File: config.mk
export PLATFORM = sky130hd
export DESIGN_NAME = mlp_wmem
export DESIGN_NICKNAME = d
export VERILOG_FILES = /design/src/mlp_pkg.sv /design/src/mlp_wmem.sv
export SDC_FILE = /design/constraint.sdc
export NUM_CORES = 2
export LEC_CHECK = 0
export BUFFER_PORTS_ARGS = -buffer_cell sky130_fd_sc_hd__buf_2
export CAP_MARGIN = 20
export CORE_UTILIZATION = 50
export DETAILED_ROUTE_END_ITERATION = 10
export GPL_TIMING_DRIVEN = 0
export MAX_ROUTING_LAYER = met4
export PLACE_DENSITY = 0.7
export SETUP_SLACK_MARGIN = 0.15
export SLEW_MARGIN = 25
export SYNTH_ARGS = -nofsm -noshare
export SYNTH_HDL_FRONTEND = slang
export SYNTH_SLANG_ARGS = --single-unit
File: constraint.sdc
create_clock -name clk -period 5.7 [get_ports clk]
set_input_delay 0.57 -clock clk [delete_from_list [all_inputs] [get_ports clk]]
set_output_delay 0.57 -clock clk [all_outputs]
set_load 0.01 [all_outputs]
File: src/mlp_pkg.sv
// Package for the online-learning MLP: constants, types and fixed-point helpers.
// Used by all modules of the block.
`timescale 1ns / 1ps
package mlp_pkg;

  localparam int FracBits    = 16;
  localparam int InputCount  = 8;
  localparam int HiddenCount = 8;
  localparam int WeightCount = 81;
  localparam int IdxW        = 7;
  localparam int AddrW       = 7;

  localparam logic [6:0] HbBase = 7'd64;
  localparam logic [6:0] OwBase = 7'd72;
  localparam logic [6:0] ObIdx  = 7'd80;

  localparam logic [16:0] LrReset    = 17'd655;
  localparam logic [30:0] ClampReset = 31'd65536;

  localparam logic [0:0] RegLr    = 1'b0;
  localparam logic [0:0] RegClamp = 1'b1;

  typedef enum logic [1:0] {
    REQ_FWD   = 2'd0,
    REQ_LEARN = 2'd1,
    REQ_WRITE = 2'd2,
    REQ_READ  = 2'd3
  } req_t;

  typedef enum logic [3:0] {
    ST_IDLE,
    ST_CLEAR,
    ST_HID,
    ST_RELU,
    ST_OUT,
    ST_OBIAS,
    ST_DHID,
    ST_OW,
    ST_OB,
    ST_HW,
    ST_HB,
    ST_READ,
    ST_RESULT
  } state_t;

  // Operation requested from the shared multiply unit
  typedef struct packed {
    logic               go;
    logic signed [31:0] a;
    logic signed [31:0] b;
  } mul_req_t;

  typedef struct packed {
    logic               done;
    logic signed [31:0] q;
    logic               sat;
  } mul_rsp_t;

  // Saturate a 34-bit signed value to 32 bits
  function automatic logic signed [31:0] sat32(input logic signed [33:0] v);
    if (v > 34'sd2147483647) begin
      return 32'sh7fffffff;
    end else if (v < -34'sd2147483648) begin
      return 32'sh80000000;
    end
    return v[31:0];
  endfunction

  function automatic logic ovf32(input logic signed [33:0] v);
    return (v > 34'sd2147483647) || (v < -34'sd2147483648);
  endfunction

  function automatic logic signed [31:0] clampg(input logic signed [31:0] v,
                                                input logic [30:0] lim);
    logic signed [32:0] l;
    l = {2'b00, lim};
    if ($signed({v[31], v}) > l) begin
      return l[31:0];
    end else if ($signed({v[31], v}) < -l) begin
      return -l[31:0];
    end
    return v;
  endfunction

endpackage

File: src/mlp_wmem.sv
// Weight store: 81 entries, one write and one registered read port.
// Depends on mlp_pkg.
`timescale 1ns / 1ps
module mlp_wmem import mlp_pkg::*; (
  input  logic               clk,
  input  logic               we,
  input  logic [AddrW-1:0]   waddr,
  input  logic signed [31:0] wdata,
  input  logic [AddrW-1:0]   raddr,
  output logic signed [31:0] rdata
);

  logic signed [31:0] mem [WeightCount];

  always_ff @(posedge clk) begin
    if (we) begin
      mem[waddr] <= wdata;
    end
    rdata <= mem[raddr];
  end

endmodule

* Word-level counts from Yosys, hierarchy flattened
Memories as Yosys holds them, arrays and structs flattened. A register that Yosys moved wholly into a read port is not among the register bits. Cells that the tools add are included.
Word-level totals: word-level logic and storage cells 3, bits in registers 0, bits of input ports 48, output and inout bits 32, memories 1, memory bits (writable) 2592
Memories:
- mem | depth 81, bits a word 32, rd ports 1, clocked after Yosys merged registers in 1, write ports 1, line mlp_wmem.sv:13 | logic signed [31:0] mem [WeightCount];
Operators by class: multiplexer cells 2
Operators by type and width (number):
- two-way mux 1 bit | 2

* Longest topological paths before layout
depth in word-level cells 2, gate-level depth with buffers 10, depth with buffers taken out 5

* Least setup slack after synthesis
Ideal clock, no wire load.
path type input -> register, from input port we, to memory mem[24][0] (enable), arrival time 4197 ps, required time 5198 ps, setup slack 1001 ps, library setup time 502 ps, stages on the path 3, path buffers 1, cells stage by stage clkbuf_1 > nand4_1 > nor4_1
On the way: word-level cells in the longest chain between the ends 2
RTL lines:
- from (decl) | line mlp_wmem.sv:6 | input logic we,
- two-way mux 1 bit | line mlp_wmem.sv:16 | if (we) begin
- two-way mux 1 bit (not written as such) | line mlp_wmem.sv:17 | mem[waddr] <= wdata;
- to (decl) | line mlp_wmem.sv:13
No other way between the ends.

==> impl_results.md <==
- Seq/Total Area, Yosys: 0.787
- Slew margin rel.: 0.168
- Placed Instance Area: 109000 sq um
- Simple logic cell fraction of the synthesized area: 0.0133
- Area added between synthesis and finish: 17.9%
- Die X: 448 microns
- Worst vdd ir: 0.278 mV
- Post-CTS Setup Bufs: 0
- Initial antenna violation count: 26
- Routed via count: 54500
- Post-Syn Area: 99700 sq um
- Placer Congestion: 0.949
- Clock buffer count from CTS: 278
- Mean Syn Cell Area: 23.5 sq um
- Combinational group share of total power: 0.054
- I/O pin total: 80
- Standard-cell rows: 163
- Vias in the first global route: 52300
- Drt via density: 7.09
- Worst path required time: 6.50 ns
- Overflow left after global routing: 0
- Worst Setup End Kind: flip-flop
- Flops & latches, synth: 2624
- Root Driver: clkbuf_16
- Unrepaired setup endpoints after global routing: no
- Sw Ratio: 0.217
- TritonCTS clock tree: built
- Crit Path Class: input port to flip-flop
- H-Tree Depth: 5
- Setup Viol. Count Final: 0
- Setup ws final: 1.82 ns
- Maxcap violations: 0
- DIE HEIGHT: 448 microns
- Drt drc: 0
- Tot Pwr: 41000 uW
- Synth Instances: 4246
- Hold Crit Start: wdata[18]
- Largest net degree at the start of global routing: 82
- Initial DRC Count: 10300
- Crit. Startpoint: raddr[2]
- Distinct cells, synth: 54
- NetSw: 8890 uW
- Total Nets Final: 4883
- Final Hold Fails: 0
- Fmax: 0.258 GHz
- Post-Synth XOR/XNOR Area: 0
- Area leader, netlist: edfxtp_1
- Clk Latency, worst-skew pair: 0.95 ns
- Synth Area in Compound Gates: 0.0224
- Routed WL: 336000 microns
- PwrDens: 349 nW/um^2
- Adder-cell share of the synthesized area: 0
- Primary FF master, synth: edfxtp_1
- R2R setup slack: 2.68 ns
- Syn nets: 4294
- Mux contribution to synthesized area: 0.162
- Max Slew Vio Count: 0
- Final period util: 0.681
- Cell Int Power: 32100 uW
- Critical R2R Launch: mem[55][28]
- Hold WC Path Type: input port to flip-flop
- CP startpoint kind: input port
- Hold Buf Count CTS: 0
- Clk buf depth: 4
- Final Critical Period: 3.88 ns
- Yosys warns: 0
- Post-CTS sizing: 0
- Post-synth EDFFs: 2592
- Share of power burned in registers: 0.520
- Setup TNS: 0 ns
- Drt wl/cell: 43.7 microns
- Ys async rst share: 0
- WP data arrival: 4.69 ns
- Max FO, Critical Path: 10
- Post-placement setup slack: 0.617 ns
- # clock sinks: 2624
- Area contributors post-synth: edfxtp_1 (78%), mux4_2 (15%), mux2i_1 (1.1%), a22oi_1 (0.78%), dfxtp_1 (0.64%)
- Core area: 198000 sq um
- WHS: 0.0568 ns
- Clk pwr share: 0.426
- Total GRT Usage: 0.347
- DR pass1 iterations: 6
- Largest family of logic cells by synthesized area: multiplexers
- Clk_skew: 0.0558 ns
- Post-DP HPWL: 224000 microns
- Worst-Margin Slew: 1.25 ns
- Yosys top cell area share: 0.781
- Hold path depth: 1
- Status: complete, no violations
- First-pass GRT wire length: 446000 microns
- Die Area: 201000 sq um
- Leakage: 0.0371 uW
- Finished Cell Area: 117000 sq um
- Share of cells above drive strength 1: 0.317
- Worst r2r path cells: 5
- Initial Util: 0.504
- DRT antenna net count: 0
- Clock-pin slew on the worst setup and hold paths: 0.06 ns
- IO Port Bufs: 74
## flip-flops by register name (all words and copies together), names as in the netlist
| register | cells |
|---|---|
| mem | 2592 |
| rdata | 32 |
## stage by stage
stage / utilization / instances
2_1_floorplan: - / 4246
3_3_place_gp: 0.523 / 6960
3_5_place_dp: 0.551 / 7195
4_1_cts: 0.594 / 7665
5_1_grt: 0.594 / 7678
6_report: 0.594 / 7686
## worst max-delay path, stage by stage
cell,delay (ns)
buf_2,0.13
buf_2,0.28
buf_2,0.43
clkbuf_1,0.89
nand3b_1,0.79
o22ai_1,0.25
o41ai_2,0.83
and3_1,0.47
## cell type report
type | instances | area, sq um
inverter | 2 | 7.51
tap | 2640 | 3300
buffer | 225 | 1490
multi-input combinational | 1395 | 20400
sequential | 2624 | 78500
clock buffer | 346 | 7400
antenna | 21 | 52.6
clock inverter | 124 | 1110
fill | 13200 | 80200
timing repair buffer | 309 | 5260
## placed cells by master (no fill, tap or decap), drive strengths merged, types with 20 or more instances in the layout
| master | Yosys | routed |
|---|---|---|
| o21ai | 44 | 44 |
| buf | 159 | 467 |
| a22oi | 103 | 103 |
| a21oi | 50 | 50 |
| diode | 0 | 21 |
| clkinv | 0 | 93 |
| mux4 | 664 | 664 |
| o22ai | 54 | 54 |
| edfxtp | 2592 | 2592 |
| dfxtp | 32 | 32 |
| nor2 | 112 | 112 |
| clkbuf | 66 | 413 |
| nand3 | 36 | 36 |
| nor2b | 22 | 22 |
| bufinv | 0 | 20 |
| nand2 | 65 | 65 |
| mux2i | 106 | 106 |
## worst paths after layout
| kind | to |
|---|---|
| setup reg to reg | rdata[28] |
| hold reg to reg | rdata[27] |
| setup / recovery | rdata[18] |
| hold / removal | mem[71][18] |
## cell families (layout without fill, tap and decap cells)
kind of cell | count (synthesis) | after routing
other cells | 0 | 21
flops | 2624 | 2624
buf+inv | 227 | 1006
compound gates | 328 | 328
simple gates | 289 | 289
mux | 778 | 778
## synthesized netlist by cell type (all sizes together), types with 6 or more instances
library cell	instances
clkbuf	66
a22oi	103
mux2i	106
mux4	664
mux2	8
dfxtp	32
a21oi	50
a221oi	17
o22ai	54
nand2	65
edfxtp	2592
and2	6
nor3	8
nor2b	22
nor2	112
o211ai	9
nand2b	15
o221ai	9
a211oi	13
nand3	36
o21ai	44
a311oi	6
buf	159
## power groups by stage
stage | sequential, uW | combinational, uW | clock, uW
floorplan | 21700 | 1000 | 0
global placement | 21700 | 2000 | 0
detailed placement | 21700 | 2120 | 0
CTS | 21300 | 2130 | 17400
global route | 21300 | 2230 | 18100
finish | 21300 | 2220 | 17400
## layer usage
metal,vias up,global-route usage,share of wire
met4,0,0.209,0.077
met2,5546,0.481,0.43
li1,19500,-,-
met1,28100,0.427,0.32
met3,1283,0.140,0.17
met5,-,-,0
Power figures use the tool's default switching activity.
