--- config.mk ---
export PLATFORM = sky130hd
export DESIGN_NAME = mlp_mul
export DESIGN_NICKNAME = d
export VERILOG_FILES = /design/src/mlp_pkg.sv /design/src/mlp_mul.sv
export SDC_FILE = /design/constraint.sdc
export NUM_CORES = 2
export LEC_CHECK = 0
export ABC_AREA = 1
export BUFFER_PORTS_ARGS = -buffer_cell sky130_fd_sc_hd__buf_2
export CAP_MARGIN = 20
export CORE_MARGIN = 2
export CORE_UTILIZATION = 60
export CTS_CLUSTER_DIAMETER = 40
export DETAILED_ROUTE_END_ITERATION = 8
export PLACE_DENSITY = 0.87
export SLEW_MARGIN = 0
export SYNTH_ARGS = -nofsm -noshare
export SYNTH_HDL_FRONTEND = slang
export SYNTH_SLANG_ARGS = --single-unit
export TNS_END_PERCENT = 5
--- constraint.sdc ---
create_clock -name clk -period 8.6 [get_ports clk]
set_input_delay 1.72 -clock clk [delete_from_list [all_inputs] [get_ports clk]]
set_output_delay 1.72 -clock clk [all_outputs]
set_load 0.01 [all_outputs]
--- src/mlp_pkg.sv ---
// Package for the online-learning MLP: constants, types and fixed-point helpers.
// Used by all modules of the block.
`timescale 1ns / 1ps
package mlp_pkg;

  localparam int FracBits    = 16;
  localparam int InputCount  = 8;
  localparam int HiddenCount = 8;
  localparam int WeightCount = 81;
  localparam int IdxW        = 7;
  localparam int AddrW       = 7;

  localparam logic [6:0] HbBase = 7'd64;
  localparam logic [6:0] OwBase = 7'd72;
  localparam logic [6:0] ObIdx  = 7'd80;

  localparam logic [16:0] LrReset    = 17'd655;
  localparam logic [30:0] ClampReset = 31'd65536;

  localparam logic [0:0] RegLr    = 1'b0;
  localparam logic [0:0] RegClamp = 1'b1;

  typedef enum logic [1:0] {
    REQ_FWD   = 2'd0,
    REQ_LEARN = 2'd1,
    REQ_WRITE = 2'd2,
    REQ_READ  = 2'd3
  } req_t;

  typedef enum logic [3:0] {
    ST_IDLE,
    ST_CLEAR,
    ST_HID,
    ST_RELU,
    ST_OUT,
    ST_OBIAS,
    ST_DHID,
    ST_OW,
    ST_OB,
    ST_HW,
    ST_HB,
    ST_READ,
    ST_RESULT
  } state_t;

  // Operation requested from the shared multiply unit
  typedef struct packed {
    logic               go;
    logic signed [31:0] a;
    logic signed [31:0] b;
  } mul_req_t;

  typedef struct packed {
    logic               done;
    logic signed [31:0] q;
    logic               sat;
  } mul_rsp_t;

  // Saturate a 34-bit signed value to 32 bits
  function automatic logic signed [31:0] sat32(input logic signed [33:0] v);
    if (v > 34'sd2147483647) begin
      return 32'sh7fffffff;
    end else if (v < -34'sd2147483648) begin
      return 32'sh80000000;
    end
    return v[31:0];
  endfunction

  function automatic logic ovf32(input logic signed [33:0] v);
    return (v > 34'sd2147483647) || (v < -34'sd2147483648);
  endfunction

  function automatic logic signed [31:0] clampg(input logic signed [31:0] v,
                                                input logic [30:0] lim);
    logic signed [32:0] l;
    l = {2'b00, lim};
    if ($signed({v[31], v}) > l) begin
      return l[31:0];
    end else if ($signed({v[31], v}) < -l) begin
      return -l[31:0];
    end
    return v;
  endfunction

endpackage

--- src/mlp_mul.sv ---
// Shared fixed-point multiplier: floor(a*b >> FRAC_BITS) saturated to 32 bits.
// Product and result are registered; pairs may overlap. Depends on mlp_pkg.
`timescale 1ns / 1ps
module mlp_mul import mlp_pkg::*; #(
  parameter int FRAC_BITS = FracBits
) (
  input  logic     clk,
  input  logic     rst,
  input  mul_req_t req,
  output mul_rsp_t rsp
);

  logic signed [63:0] prod;
  logic               prod_vld;
  logic signed [63:0] shifted;

  // Register the product
  always_ff @(posedge clk) begin
    if (rst) begin
      prod_vld <= 1'b0;
    end else begin
      prod_vld <= req.go;
    end
    prod <= req.a * req.b;
  end

  // Arithmetic shift floors toward minus infinity
  assign shifted = prod >>> FRAC_BITS;

  always_ff @(posedge clk) begin
    if (rst) begin
      rsp.done <= 1'b0;
    end else begin
      rsp.done <= prod_vld;
    end
    rsp.sat <= (shifted > 64'sd2147483647) || (shifted < -64'sd2147483648);
    if (shifted > 64'sd2147483647) begin
      rsp.q <= 32'sh7fffffff;
    end else if (shifted < -64'sd2147483648) begin
      rsp.q <= 32'sh80000000;
    end else begin
      rsp.q <= shifted[31:0];
    end
  end

endmodule

== Yosys cells after proc, flatten, opt, wreduce, memory -nomap -nowiden ==
Index checks and enable logic that the tools add are counted.

* Multipliers: 1
* Order comparisons: 2
* Multiplexer cells: 1
* Reduce and logical (&&, ||, !) cells: 1

{| class="wikitable"
|+ Operators by type and width
! operator !! number
|-
| 32-bit by 32-bit multiplier with 64-bit output || 1
|-
| 48-bit by 32-bit > comparator with 1-bit output (second input constant) || 1
|-
| 48-bit by 32-bit < comparator with 1-bit output (second input constant) || 1
|-
| 32-bit 2-to-1 mux || 1
|-
| 1-bit logical OR || 1
|}

* Bits in registers: 99
* Bits of input ports: 67
* Output and inout bits: 34
* Word-level logic and storage cells: 10

== Depth between registers and ports, before layout ==
* Depth in word-level cells: 2
* Mapped depth: 30

== Least setup slack after synthesis ==
Ideal clock, no wire load.

* Path kind: input -> register
* Start: in req[63] (netlist name)
* End: reg prod[59]
* Setup time: 112 ps
* Data arrival time: 8274 ps
* Data required time: 8488 ps
* Slack: 213 ps
* Stages: 27
* Path through: clkbuf_1 nand2_1 inv_1 fa_1 inv_1 fa_1 inv_1 fa_1 fa_1 inv_1 fa_1 inv_1 fa_1 inv_1 fa_1 fa_1 inv_1 ha_1 a21oi_1 nor2_1 nor2_1 a21boi_0 o21ai_0 a21oi_1 nand2_1 nand2_1 nand2_1

* Word-level cells in the longest chain between the ends: 1

{| class="wikitable"
|+ RTL lines
! item !! line !! RTL
|-
| start, declared || mlp_mul.sv:9 || <nowiki>input mul_req_t req,</nowiki>
|-
| 32-bit by 32-bit multiplier with 64-bit output || mlp_mul.sv:24 || <nowiki>prod <= req.a * req.b;</nowiki>
|-
| end signal, assigned || mlp_mul.sv:24 ||
|-
| end, declared || mlp_mul.sv:13 || <nowiki>logic signed [63:0] prod;</nowiki>
|}

No other way between the ends.
A chain may end at the register's enable or synchronous reset.

== Worst setup path after layout ==
* Start: in req[10] (netlist name)
* End: reg prod[43]

Same word-level chain as after synthesis.

==> flow_metrics.tcl <==
set metrics [dict create \
    drt-initial-drc-count 2534 \
    cts-htree-levels 3 \
    coreArea_mm2 0.0659 \
    critPathMaxFanout 19 \
    gp_congestion 0.975 \
    synth_cell_type_count 30 \
    synth.most_common_cell "inv_1" \
    finalHoldViolCount 0 \
    worstHoldStart "prod_vld$_SDFF_PP0_" \
    grt_use_total_pct 33.9 \
    start_util_pct 60.7 \
    area_delta_synth_final_pct 7.96 \
    layout.nets 6482 \
    finalCritPeriodShare_pct 97.0 \
    avgRoutedWirePerCell_um 18.1 \
    drv_cap 0 \
    die_width_um 262 \
    yosys.area.top_type "fa_1" \
    die_area_mm2 0.0687 \
    cts_sinks 83 \
    start_kind "input pin" \
    path_delay_family "adder cells" \
    syn-instance-count 5009 \
    ys_async_sr_fraction_pct 0 \
    syn_avg_cell_area_um2 7.98 \
    portBuffers 100 \
    synth.top_cell.area_share_pct 54.2 \
    clock_skew_ns 0.0112 \
    die_y_um 262 \
    clock_latency_ns 0.35 \
    yosys-top-cells-area "fa_1, inv_1, nand2_1" \
    reg2reg_from "prod[50]$_DFF_P_" \
    post-route-min-period_ns 8.34 \
    path_buf_inv 10 \
    synth_fp_nets 6337 \
    synthesis.area_mm2 0.0399 \
    grt_pass1_vias 36300 \
    crit_start "req[10]" \
    avgViaCountPerCell 5.33 \
    slew_viol_final 0 \
    grt_max_degree 33 \
    root_buffer "clkbuf_16" \
    cpPeakStageDelay_ns 0.54 \
    hpwl_um 95500 \
    ys_top_cells_by_count "inv_1, nand2_1, fa_1" \
    rsz0062_at_grt "no" \
    end_kind "register" \
    max_slew_margin_pct 40.5 \
    cts_buffers 9 \
    hp-class "reg -> reg" \
    ys_warn_count 0 \
    cts_setup_buffers 0 \
    setup_viol 0 \
    ys_ff_latch 83 \
    ios 101 \
    layout-drive-gt1-share_pct 7.25 \
    tritoncts "yes" \
    fin_util_pct 65.5 \
    drc_errors 0 \
    cp.arrival_ns 8.58 \
    synthFlopType "dfxtp_1" \
    synth_edf_count 0 \
    drt_first_pass_iters 6 \
    worst_pin_slew_ns 0.891 \
    overflow 0 \
    synth_seq_area_share_pct 4.16 \
    grt_first_pass_wirelength_um 181000 \
    clk_pin_slew_ns 0.06 \
    cp.required_ns 8.84 \
    max_freq_ghz 0.120 \
    worstSetupPathType "in -> reg" \
    num_rows 94 \
    antenna_found_initial 0 \
    outcome "complete, no violations" \
    vias 32100 \
    ant_nets 0 \
    n_fill_cell 5157 \
    clock_path_buffers 2 \
    wl_um 109000 \
    slowest_stage "fa_1" \
]
[logic make-up after synthesis]
kind of cell	after synthesis	share of synthesized area [%]
buf+inv	1812	17.0
simple gates	1642	16.0
fa+ha+maj	1261	59.8
compound gates	185	2.44
flops	83	4.16
xor+xnor	26	0.570
[final cells by class]
cell class              instances  area, um^2  area share [%]
repair buffers                333        2540            5.90
diodes                          1        2.50         0.00580
multi-input cells            3114       31500            73.0
inverters                    1613        6050            14.0
clock inverters                 7        65.1           0.151
flip-flops and latches         83        1660            3.85
clock buffers                   9         225           0.522
well taps                     864        1080            2.51
[registers in the layout, indices dropped and copies added, names as in the netlist]
signal,flops
prod,48
prod_vld,1
rsp,34
[cell usage in the layout, fill, tap and decap left out, types with 19 or more instances in the layout]
cell / instances
nand2_1: 1374
inv_1: 1611
fa_1: 1081
dfxtp_1: 83
xor2_1: 21
ha_1: 180
nand3_1: 59
buf_2: 91
buf_4: 211
a21oi_1: 99
o21ai_0: 66
nand4_1: 19
buf_12: 21
nor2_1: 149
[stage by stage]
stage                     TNS [ns]  cell area, um^2  worst slack [ns]  hold WS, ns  std cells
after floorplan                  0            39900             0.213        0.388       5009
after global placement           0            42800            0.0529        0.390       6006
after detailed placement    -0.438            42800            -0.124        0.400       6006
after CTS                        0            43100             0.229        0.409       6022
after global routing             0            43100           0.00566        0.428       6023
final                            0            43100             0.256        0.406       6024
[worst min-delay path: stages (launching register included)]
cell and delay [ns]:
dfxtp_1 0.30, inv_1 0.04, nor2_1 0.03
[layer usage]
metal,routed length (um),up-vias,GRT usage [%]
li1,-,14000,-
met2,55000,1604,60.3
met5,0,-,0
met3,8050,477,4.36
met4,7190,0,18.5
met1,38600,16000,40.1
[path summary, 6_finish.rpt]
check	slack [ns]	cells after the start	endpoint
worst max-delay path	0.26	28	prod[43]$_DFF_P_
worst min-delay path	0.41	2	rsp[33]$_SDFF_PP0_
worst max register to register	6.66	6	rsp[11]$_SDFF_PP1_
worst min register to register	0.41	2	rsp[33]$_SDFF_PP0_
[timing repair]
item	CTS	global route
gates resized for setup	0	12
hold buffers	0	0
endpoints found under the setup margin	0	17
Power is left out: the tool's default activity adds up to more than one toggle a clock period on the data nets, which glitch-free logic cannot reach.
